==> config.mk <==
export PLATFORM = sky130hd
export DESIGN_NAME = spg_divider
export DESIGN_NICKNAME = d
export VERILOG_FILES = /design/src/spg_pkg.sv /design/src/spg_divider.sv
export SDC_FILE = /design/constraint.sdc
export NUM_CORES = 1
export LEC_CHECK = 0
export BUFFER_PORTS_ARGS = -buffer_cell sky130_fd_sc_hd__buf_2
export CORE_MARGIN = 1.5
export CORE_UTILIZATION = 25
export DETAILED_ROUTE_END_ITERATION = 10
export HOLD_SLACK_MARGIN = 0.15
export PLACE_DENSITY = 0.44
export SYNTH_ARGS = -nofsm -noshare
export SYNTH_HDL_FRONTEND = slang
export SYNTH_SLANG_ARGS = --single-unit
==> constraint.sdc <==
create_clock -name clk_i -period 3.44 [get_ports clk_i]
set_input_delay 0 -clock clk_i [delete_from_list [all_inputs] [get_ports clk_i]]
set_output_delay 0 -clock clk_i [all_outputs]
set_load 0.02 [all_outputs]
==> src/spg_pkg.sv <==
// ----------------------------------------------------------------------------
// spg_pkg
// Shared types, constants and the CORDIC arctangent table of the spiral point
// generator.
// ----------------------------------------------------------------------------
`default_nettype none

package spg_pkg;

  // Datapath width of the shared CORDIC unit (vectoring needs 42 bits plus sign).
  localparam int CORDIC_W = 44;
  // Dividend width of the shared restoring divider.
  localparam int NUM_W = 64;
  // Quotient width kept by the divider; larger quotients set a sticky flag.
  localparam int QUO_W = 32;

  localparam logic [63:0] TWO_PI_Q60      = 64'h6487ED5110B4611A;
  localparam logic [30:0] HALF_PI_Q30     = 31'd1686629713;
  localparam logic [29:0] CORDIC_GAIN_Q30 = 30'd652032874;
  localparam int          RED_EXTRA       = 28;
  localparam int          MAG_GUARD       = 8;

  // Configuration register indexes.
  typedef enum logic [1:0] {
    CFG_GROWTH  = 2'd0,
    CFG_START   = 2'd1,
    CFG_SPACING = 2'd2,
    CFG_COUNT   = 2'd3
  } cfg_idx_e;

  // atan(2^-i) in Q30; small angles use the 2^-i approximation.
  function automatic logic [30:0] atan_q30(input logic [4:0] i);
    logic [30:0] r;
    case (i)
      5'd0:    r = 31'd843314857;
      5'd1:    r = 31'd497837829;
      5'd2:    r = 31'd263043837;
      5'd3:    r = 31'd133525159;
      5'd4:    r = 31'd67021687;
      5'd5:    r = 31'd33543516;
      5'd6:    r = 31'd16775851;
      5'd7:    r = 31'd8388437;
      5'd8:    r = 31'd4194283;
      5'd9:    r = 31'd2097149;
      5'd31:   r = '0;
      default: r = 31'd1 << (5'd30 - i);
    endcase
    return r;
  endfunction

endpackage

`default_nettype wire

==> src/spg_divider.sv <==
// ----------------------------------------------------------------------------
// spg_divider
// Restoring divider, one quotient bit per cycle over a 64-bit dividend.
// ----------------------------------------------------------------------------
`default_nettype none

module spg_divider #(
  parameter int DW = 48
) (
  input  wire                          clk_i,
  input  wire                          rst_ni,
  input  wire                          start_i,
  input  wire  [spg_pkg::NUM_W-1:0]    num_i,
  input  wire  [DW-1:0]                den_i,
  output logic                         done_o,
  output logic [spg_pkg::QUO_W-1:0]    quo_o,
  output logic                         ovf_o
);
  import spg_pkg::*;

  localparam int CNT_W = $clog2(NUM_W);

  logic             busy_q;
  logic [CNT_W-1:0] cnt_q;
  logic [NUM_W-1:0] num_q;
  logic [DW-1:0]    den_q, rem_q;
  logic [QUO_W-1:0] quo_q;
  logic             ovf_q;
  logic [DW:0]      trial, diff;
  logic             ge;

  // Shift in the next dividend bit and subtract when the divisor fits.
  always_comb begin
    trial = {rem_q, num_q[NUM_W-1]};
    ge    = trial >= {1'b0, den_q};
    diff  = trial - {1'b0, den_q};
  end

  always_ff @(posedge clk_i or negedge rst_ni) begin
    if (!rst_ni) begin
      busy_q <= 1'b0;
      done_o <= 1'b0;
      cnt_q  <= '0;
      num_q  <= '0;
      den_q  <= '0;
      rem_q  <= '0;
      quo_q  <= '0;
      ovf_q  <= 1'b0;
    end else begin
      done_o <= !start_i && busy_q && (cnt_q == CNT_W'(NUM_W - 1));
      if (start_i) begin
        busy_q <= 1'b1;
        cnt_q  <= '0;
        num_q  <= num_i;
        den_q  <= den_i;
        rem_q  <= '0;
        quo_q  <= '0;
        ovf_q  <= 1'b0;
      end else if (busy_q) begin
        num_q <= {num_q[NUM_W-2:0], 1'b0};
        rem_q <= ge ? diff[DW-1:0] : trial[DW-1:0];
        quo_q <= {quo_q[QUO_W-2:0], ge};
        ovf_q <= ovf_q | quo_q[QUO_W-1];
        cnt_q <= cnt_q + 1'b1;
        if (cnt_q == CNT_W'(NUM_W - 1)) begin
          busy_q <= 1'b0;
        end
      end
    end
  end

  assign quo_o = quo_q;
  assign ovf_o = ovf_q;

endmodule

`default_nettype wire

==> results of run 1 <==
-- cell usage after synthesis (8+ instances only) --
cell type / instances / area share
mux2i_1: 95 / 0.080
o21bai_1: 8 / 0.0051
ha_1: 49 / 0.052
xor2_1: 17 / 0.013
nor2_1: 112 / 0.035
a21oi_1: 62 / 0.026
xnor2_1: 28 / 0.021
a21o_1: 20 / 0.013
inv_1: 64 / 0.020
a311oi_1: 42 / 0.031
nand4_1: 18 / 0.0095
o21ai_1: 13 / 0.0055
o21ai_0: 165 / 0.070
nor3_1: 9 / 0.0038
buf_1: 8 / 0.0025
clkbuf_1: 68 / 0.022
nand3_1: 50 / 0.021
o211ai_1: 13 / 0.0082
nand2_1: 165 / 0.052
dfrtp_1: 201 / 0.42
-- registers in the layout, indices dropped and copies added (netlist names) --
| signal | cells |
|---|---|
| quo_o | 32 |
| den_q | 48 |
| ovf_o | 1 |
| cnt_q | 6 |
| rem_q | 48 |
| done_o | 1 |
| busy_q | 1 |
| num_q | 64 |
-- power by group through the flow --
stage | registers, W | logic, W | clock network [W]
5_1_grt | 0.00305 | 0.00583 | 0.00299
6_report | 0.00301 | 0.00525 | 0.00279
4_1_cts | 0.00300 | 0.00509 | 0.00288
3_3_place_gp | 0.00304 | 0.00490 | 0
3_5_place_dp | 0.00304 | 0.00488 | 0
2_1_floorplan | 0.00297 | 0.00340 | 0
-- layout make-up --
cell class              instances  share of cell area
flip-flops and latches        201               0.308
repair buffers                381               0.189
multi-input cells             977               0.388
well taps                     607              0.0465
inverters                      66              0.0152
clock inverters                 6             0.00644
clock buffers                  36              0.0464
-- logic make-up (layout without fill, tap and decap cells) --
kind of cell | count (synthesis) | in the layout | share of synthesized area
AOI/OAI and AO/OA | 381 | 384 | 0.204
adders and majority gates | 50 | 50 | 0.0534
muxes | 96 | 96 | 0.0811
DFF | 201 | 201 | 0.424
xor gates and xnor gates | 45 | 45 | 0.0332
and+or+nand+nor | 402 | 402 | 0.151
buffers and inverters | 157 | 489 | 0.0542
-- layer usage --
| layer | vias up | routed length (um) |
|---|---|---|
| li1 | 5377 | - |
| met3 | 39 | 1400 |
| met1 | 5201 | 17300 |
| met5 | - | 0 |
| met4 | 0 | 445 |
| met2 | 188 | 17000 |
-- cells in the final DEF (no fill, tap or decap), drive strengths merged, types with 7 or more instances in the layout --
master       Yosys  final
clkbuf          69     37
a211oi           8      8
mux2i           95     95
xnor2           28     28
a21o            20     20
xor2            17     17
nor3             9      9
and3             7      7
a21oi           63     63
o21a             7      7
nor2           113    113
a311oi          43     43
nand4           18     18
dfrtp          201    201
o21bai           8      8
nand2          166    166
o211ai          15     15
nor4             7      7
nand3           50     50
or3              7      7
buf             22    196
dlygate4sd3      0    184
ha              49     49
o21ai          178    178
inv             64     64
-- tightest hold or removal path: cells and delay by family --
family / cells / cell delay (ns)
buf+inv: 2 / 0.61
simple gates: 1 / 0.04
compound gates: 1 / 0.05
-- how the worst max path moves through the flow --
stage,start,endpoint,depth (start not counted)
global route,den_q[1],rem_q[1],14
CTS,den_q[1],rem_q[37],13
floorplan,den_q[1],rem_q[40],11
finish,den_q[1],rem_q[9],12
detailed placement,den_q[1],rem_q[24],13
global placement,rem_q[11],rem_q[35],10
-- metrics by stage --
| step | utilization | setup WS (ns) | std cells | power (W) |
|---|---|---|---|---|
| floorplan | - | 0.483 | 1332 | 0.00637 |
| global placement | 0.287 | 0.0651 | 2038 | 0.00794 |
| detailed placement | 0.287 | 0.00133 | 2038 | 0.00792 |
| CTS | 0.345 | -0.0279 | 2264 | 0.0110 |
| global route | 0.350 | -0.0428 | 2274 | 0.0119 |
| finish | 0.350 | 0.138 | 2274 | 0.0110 |
-- what timing repair did --
| item | in CTS | in global routing |
|---|---|---|
| setup buffers | 0 | 7 |
| endpoints found under the setup margin | 5 | 48 |
| resized for setup | 0 | 22 |
| pin swaps | 0 | 10 |
| hold endpoints to repair | 287 | 0 |
| gates cloned | 0 | 3 |
| hold buffers | 184 | 0 |
==> results.rst, run 1 <==
.. list-table::
   :header-rows: 1

   * - Metric
     - Value
   * - Status
     - finished, violations left
   * - Violations in the final reports
     - design-rule violations
   * - Horiz. Die Dim
     - between 200 and 250 um
   * - CP cell instances
     - inv_1 > ha_1 > nor2b_4 > o2111ai_4 > a211oi_4 > or3_4 > o2111ai_4 > a2111oi_4 > buf_4 > o211a_2 > o21ai_0 > a311oi_1
   * - Max transition margin
     - 0.311
   * - Synth Area per Inst
     - 8.91 sq um
   * - Worst hold slack
     - 0.205 ns
   * - Clock Sinks
     - 201
   * - Grt peak-use layer
     - met2
   * - Instance area at placement
     - between 0.01 and 0.015 sq mm
   * - Via density per instance
     - 4.75
   * - Max_cap viols
     - 0
   * - WP data arrival
     - 3.74 ns
   * - Type of element launching the critical path
     - register
   * - Number of instances in the synthesized netlist
     - 1332
   * - Hold EP
     - num_q[13]
   * - Number of top-level pins
     - approximately 150
   * - Path class of the lowest-slack min-delay path
     - input pin to register
   * - Met1 global-route usage
     - 0.196
   * - Pin count of the biggest net entering global routing
     - approximately 130
   * - Leakage power of the design
     - 8.02 nW
   * - Count of flip-flops with a built-in enable after synthesis
     - 0
   * - Number of warnings reported in the yosys synthesis log
     - 0
   * - Cell repeated most along the worst path
     - o2111ai_4
   * - Count of buffers inserted at the top-level ports
     - between 100 and 150
   * - Clock Tree Buf Depth
     - 3
   * - Clock Skew
     - 0.0118 ns
   * - Final setup violation count
     - 0
   * - Power per standard cell area
     - 677 mW/mm^2
   * - Via count
     - 10800
   * - Root buffer cell
     - clkbuf_16
   * - Number of buffers created by CTS
     - 25
   * - Worst Path Buf+Inv
     - 2
   * - Maximum fanout along the worst path
     - 11
   * - Clock latency on the worst-skew pair
     - between 0.5 and 0.6 ns
   * - Final ANT Viol Nets
     - 0
   * - Nature of the critical path endpoint
     - register
   * - Syn Std Cell Area
     - 0.0119 sq mm
   * - Logic pwr share
     - 0.476
   * - Cell count of the worst hold path
     - 4
   * - Highest attainable clock frequency
     - 303 MHz
   * - Final routed DRC violation total
     - 1
   * - Die Y-Extent
     - 221 um
   * - Cell with the biggest individual delay on the critical path
     - o211a_2
   * - Die ar.
     - 0.0488 sq mm
   * - Wirelength, routed
     - between 30000 and 40000 um
   * - CP top delay family
     - compound AO/OA/AOI/OAI gates
   * - Kind of critical path
     - register to register
   * - Worst reg2reg startpoint
     - den_q[1]
   * - Share of total power consumed by net switching
     - 0.392
   * - Signed area change from the synthesized netlist to the final layout
     - 37.5%
   * - GRT Total Usage
     - 0.144
   * - Seq/Total Area, Yosys
     - 0.424
   * - Routability-driven placement congestion ratio
     - 0.825
   * - Clock slew seen by the registers of the worst setup and hold paths
     - 0.06 ns
   * - # diodes
     - 0
   * - Placeable core region
     - about 0.047 sq mm
   * - Internal
     - 0.00671 W
   * - Data required time at the worst endpoint
     - 3.88 ns
   * - First-pass DRT Iterations
     - 10
   * - Global-route wire length before repair
     - 58500 um
   * - Finished layout cell area
     - 0.0163 sq mm
   * - Initial cell density of the core
     - 0.254
   * - Largest voltage drop on the vdd net
     - 0.364 mV
   * - Slew of the pin with the lowest slew margin
     - between 1 and 1.5 ns
   * - Delay contributed by the slowest stage of the critical path
     - 0.42 ns
   * - Count of unique library cells instantiated by Yosys
     - 75
   * - Post-Syn Nets
     - 1497
   * - Fraction of layout cells with a size suffix above 1
     - 0.163
   * - Clock tree from TritonCTS
     - built
   * - Placed wire-length estimate
     - 23700 um
   * - Final worst-path cycle share
     - 0.960
   * - Multi-input gate area in the final layout
     - 0.00634 sq mm
   * - Reported net switching power
     - 0.00433 W
   * - Seq. cell area
     - 0.00503 sq mm
   * - Startpoint of the lowest-slack hold path
     - num_i[13]
   * - Wire length per cell
     - roughly 16 um
   * - Final layout net count
     - 1817
   * - Number of global-route vias before repair
     - 10900
   * - Number of register bits inferred by synthesis
     - 201
   * - Reg2reg end
     - rem_q[9]
   * - Share of total power in the clock network
     - 0.252
   * - CTS H-tree depth
     - 1
   * - Post-synth ARST share
     - 1.00
   * - Final Hold Violating Endpoints
     - 0
   * - Most used DFF post-synth
     - dfrtp_1
   * - Num rows
     - 79
   * - Initial DRC Count
     - 548
   * - Met3 Resource Use GR
     - 0.0234
   * - Minimum setup slack among reg-to-reg paths
     - 0.14 ns
   * - Count of filler cells inserted in the layout
     - 4893
   * - Register share of total power
     - 0.272
   * - Setup Total Neg Slack
     - 0 ns
   * - Number of antenna violations at the first check in global routing
     - 0
   * - Max-slew violations
     - 0
   * - Met2 Resource Use GR
     - 0.242
   * - Number of cell instances on the worst register-to-register path
     - 12
   * - Total congestion overflow
     - 0
   * - Post-route minimum period
     - 3.30 ns
Note: power is estimated with default switching activity, not from simulation.
==> run 2: changes to the inputs <==
RECOVER_POWER = 100   (was default)
==> run 2 against run 1 <==
Net effect:
- the run ends with design-rule violations, max-capacitance violations, max-slew violations left
- core utilization fell by 0.20 points
- routed wire length about the same
- clock skew about the same
- critical path depth did not move
- cell count unchanged
- via count rose by 0.19%
- die area is the same
- sequential share of layout area up 0.17 points
- maximum frequency about the same
- final area is 0.56% lower
- worst hold slack got worse by 0.0012 ns
- critical path type unchanged
- critical endpoint unchanged
- largest cell class unchanged
- highest routed layer unchanged
==> results.rst, run 2 (same netlist as run 1, synthesis figures left out) <==
.. list-table::
   :header-rows: 1

   * - Metric
     - Value
   * - Status
     - finished, violations left
   * - Violations in the final reports
     - design-rule violations, max-capacitance violations, max-slew violations
   * - Initial DRC Count
     - 557
   * - Commonest cells after routing, fill and taps aside
     - dfrtp_1, dlygate4sd3_1, nand2_1
   * - Final routed DRC violation total
     - 1
   * - Clock Tree Buf Depth
     - 3
   * - Multi-input gate area in the final layout
     - 0.00634 sq mm
   * - Number of antenna violations at the first check in global routing
     - 0
   * - Clock Sinks
     - 201
   * - Final Hold Violating Endpoints
     - 0
   * - Clock latency on the worst-skew pair
     - between 0.5 and 0.6 ns
   * - Final ANT Viol Nets
     - 0
   * - Placeable core region
     - 0.0467 sq mm
   * - Routability-driven placement congestion ratio
     - 0.825
   * - Highest attainable clock frequency
     - 303 MHz
   * - Data required time at the worst endpoint
     - 3.88 ns
   * - Met2 Resource Use GR
     - 0.242
   * - Post-route minimum period
     - between 3 and 4 ns
   * - Grt peak-use layer
     - met2
   * - Fraction of layout cells with a size suffix above 1
     - 0.141
   * - Number of top-level pins
     - 149
   * - Largest registers in the final layout
     - num_q: 64 flops, den_q: 48 flops, rem_q: 48 flops
   * - Seq. cell area
     - a little over 0.005 sq mm
   * - Biggest register
     - num_q
   * - GRT Total Usage
     - 0.144
   * - Number of global-route vias before repair
     - 10900
   * - Clock tree from TritonCTS
     - built
   * - Clock slew seen by the registers of the worst setup and hold paths
     - 0.06 ns
   * - Total congestion overflow
     - 0
   * - Kind of critical path
     - register to register
   * - Placed wire-length estimate
     - 23700 um
   * - WP data arrival
     - 3.74 ns
   * - Met1 global-route usage
     - 0.196
   * - Final setup violation count
     - 0
   * - Wirelength, routed
     - ~36000 um
   * - Worst hold slack
     - 0.204 ns
   * - Max transition margin
     - -0.151
   * - Number of flip-flops in the largest register
     - 64
   * - CTS H-tree depth
     - 1
   * - Slew of the pin with the lowest slew margin
     - 1.73 ns
   * - Count of filler cells inserted in the layout
     - between 4000 and 5000
   * - Root buffer cell
     - clkbuf_16
   * - Via density per instance
     - approximately 4.8
   * - Final layout net count
     - 1817
   * - Horiz. Die Dim
     - ~220 um
   * - Clock Skew
     - 0.0119 ns
   * - First-pass DRT Iterations
     - 9
   * - Count of buffers inserted at the top-level ports
     - 148
   * - Nature of the critical path endpoint
     - register
   * - Die Y-Extent
     - 221 um
   * - Signed area change from the synthesized netlist to the final layout
     - 36.8%
   * - Path class of the lowest-slack min-delay path
     - input pin to register
   * - Setup Total Neg Slack
     - 0 ns
   * - Number of buffers created by CTS
     - 25
   * - Maximum fanout along the worst path
     - 11
   * - Met3 Resource Use GR
     - 0.0234
   * - Die ar.
     - 0.0488 sq mm
   * - Max-slew violations
     - 94
   * - Final worst-path cycle share
     - 0.960
   * - Global-route wire length before repair
     - about 58000 um
   * - Power per standard cell area
     - around 700 mW/mm^2
   * - Max_cap viols
     - 2
   * - Initial cell density of the core
     - 0.254
   * - # diodes
     - 0
   * - Leakage power of the design
     - 7.85 nW
   * - Pin count of the biggest net entering global routing
     - 126
   * - Wire length per cell
     - 15.9 um
   * - Most common cell after layout, fill and taps aside
     - dfrtp_1
   * - Num rows
     - 79
   * - Type of element launching the critical path
     - register
   * - Via count
     - 10800
   * - Largest voltage drop on the vdd net
     - 0.364 mV
-- run 2: cell count changes in the layout (fill, tap and decap cells not counted), sizes merged --
cell	change
buf	-42
clkbuf	+42
-- run 2: where the power goes --
| group | total [W] | internal [W] | leakage [nW] | switching [W] |
|---|---|---|---|---|
| sequential | 0.00301 | 0.00274 | 2.58 | 0.000270 |
| clock | 0.00279 | 0.00173 | 0.429 | 0.00106 |
| combinational | 0.00525 | 0.00224 | 4.84 | 0.00302 |
| total | 0.0110 | 0.00670 | 7.85 | 0.00434 |
-- run 2: layer usage --
metal  up-vias  wire length [um]
met3        39              1410
met2       180             17100
met4         0               439
met1      5232             17200
met5         -                 0
li1       5374                 -
-- run 2: cell type report --
| type | instances | share of cell area |
|---|---|---|
| well taps | 607 | 0.0468 |
| repair buffers | 381 | 0.184 |
| clock buffers | 36 | 0.0467 |
| clock inverters | 6 | 0.00648 |
| multi-input cells | 977 | 0.391 |
| inverters | 66 | 0.0153 |
| flip-flops and latches | 201 | 0.310 |
-- run 2: path summary, 6_finish.rpt --
kind                            from        end  slack, ns  cells past startpoint
max                         den_q[1]   rem_q[9]       0.14                     12
min                        num_i[13]  num_q[13]       0.20                      4
max reg2reg                 den_q[1]   rem_q[9]       0.14                     12
min reg2reg                    ovf_o      ovf_o       0.50                      2
max in group asynchronous     rst_ni  num_q[44]       0.85                      4
min in group asynchronous     rst_ni   rem_q[8]       0.57                      3
-- run 2: stage by stage --
stage               worst slack [ns]  total power, W  instance area, sq um  utilization  instances
finish                         0.139          0.0110                 16200        0.348       2274
global route                 -0.0426          0.0119                 16200        0.348       2274
CTS                          -0.0279          0.0110                 16100        0.345       2264
detailed placement           0.00133         0.00792                 13400        0.287       2038
global placement              0.0651         0.00794                 13400        0.287       2038
floorplan                      0.483         0.00637                 11900            -       1332
-- run 2: repair_timing --
| item | CTS | global route |
|---|---|---|
| hold buffers | 184 | 0 |
| buffers inserted | 0 | 7 |
| setup endpoints to repair | 5 | 48 |
| pin swaps | 0 | 10 |
| cloned | 0 | 3 |
| gates resized for setup | 0 | 22 |
| endpoints found under the hold margin | 287 | 0 |
-- run 2: worst max-delay path, cell delays in order, from the launching register on --
cell	delay, ns
dfrtp_1	0.37
inv_1	0.06
ha_1	0.30
nor2b_4	0.18
o2111ai_4	0.16
a211oi_4	0.31
or3_4	0.20
o2111ai_4	0.15
a2111oi_4	0.37
buf_4	0.20
o211a_2	0.42
o21ai_0	0.17
a311oi_1	0.29
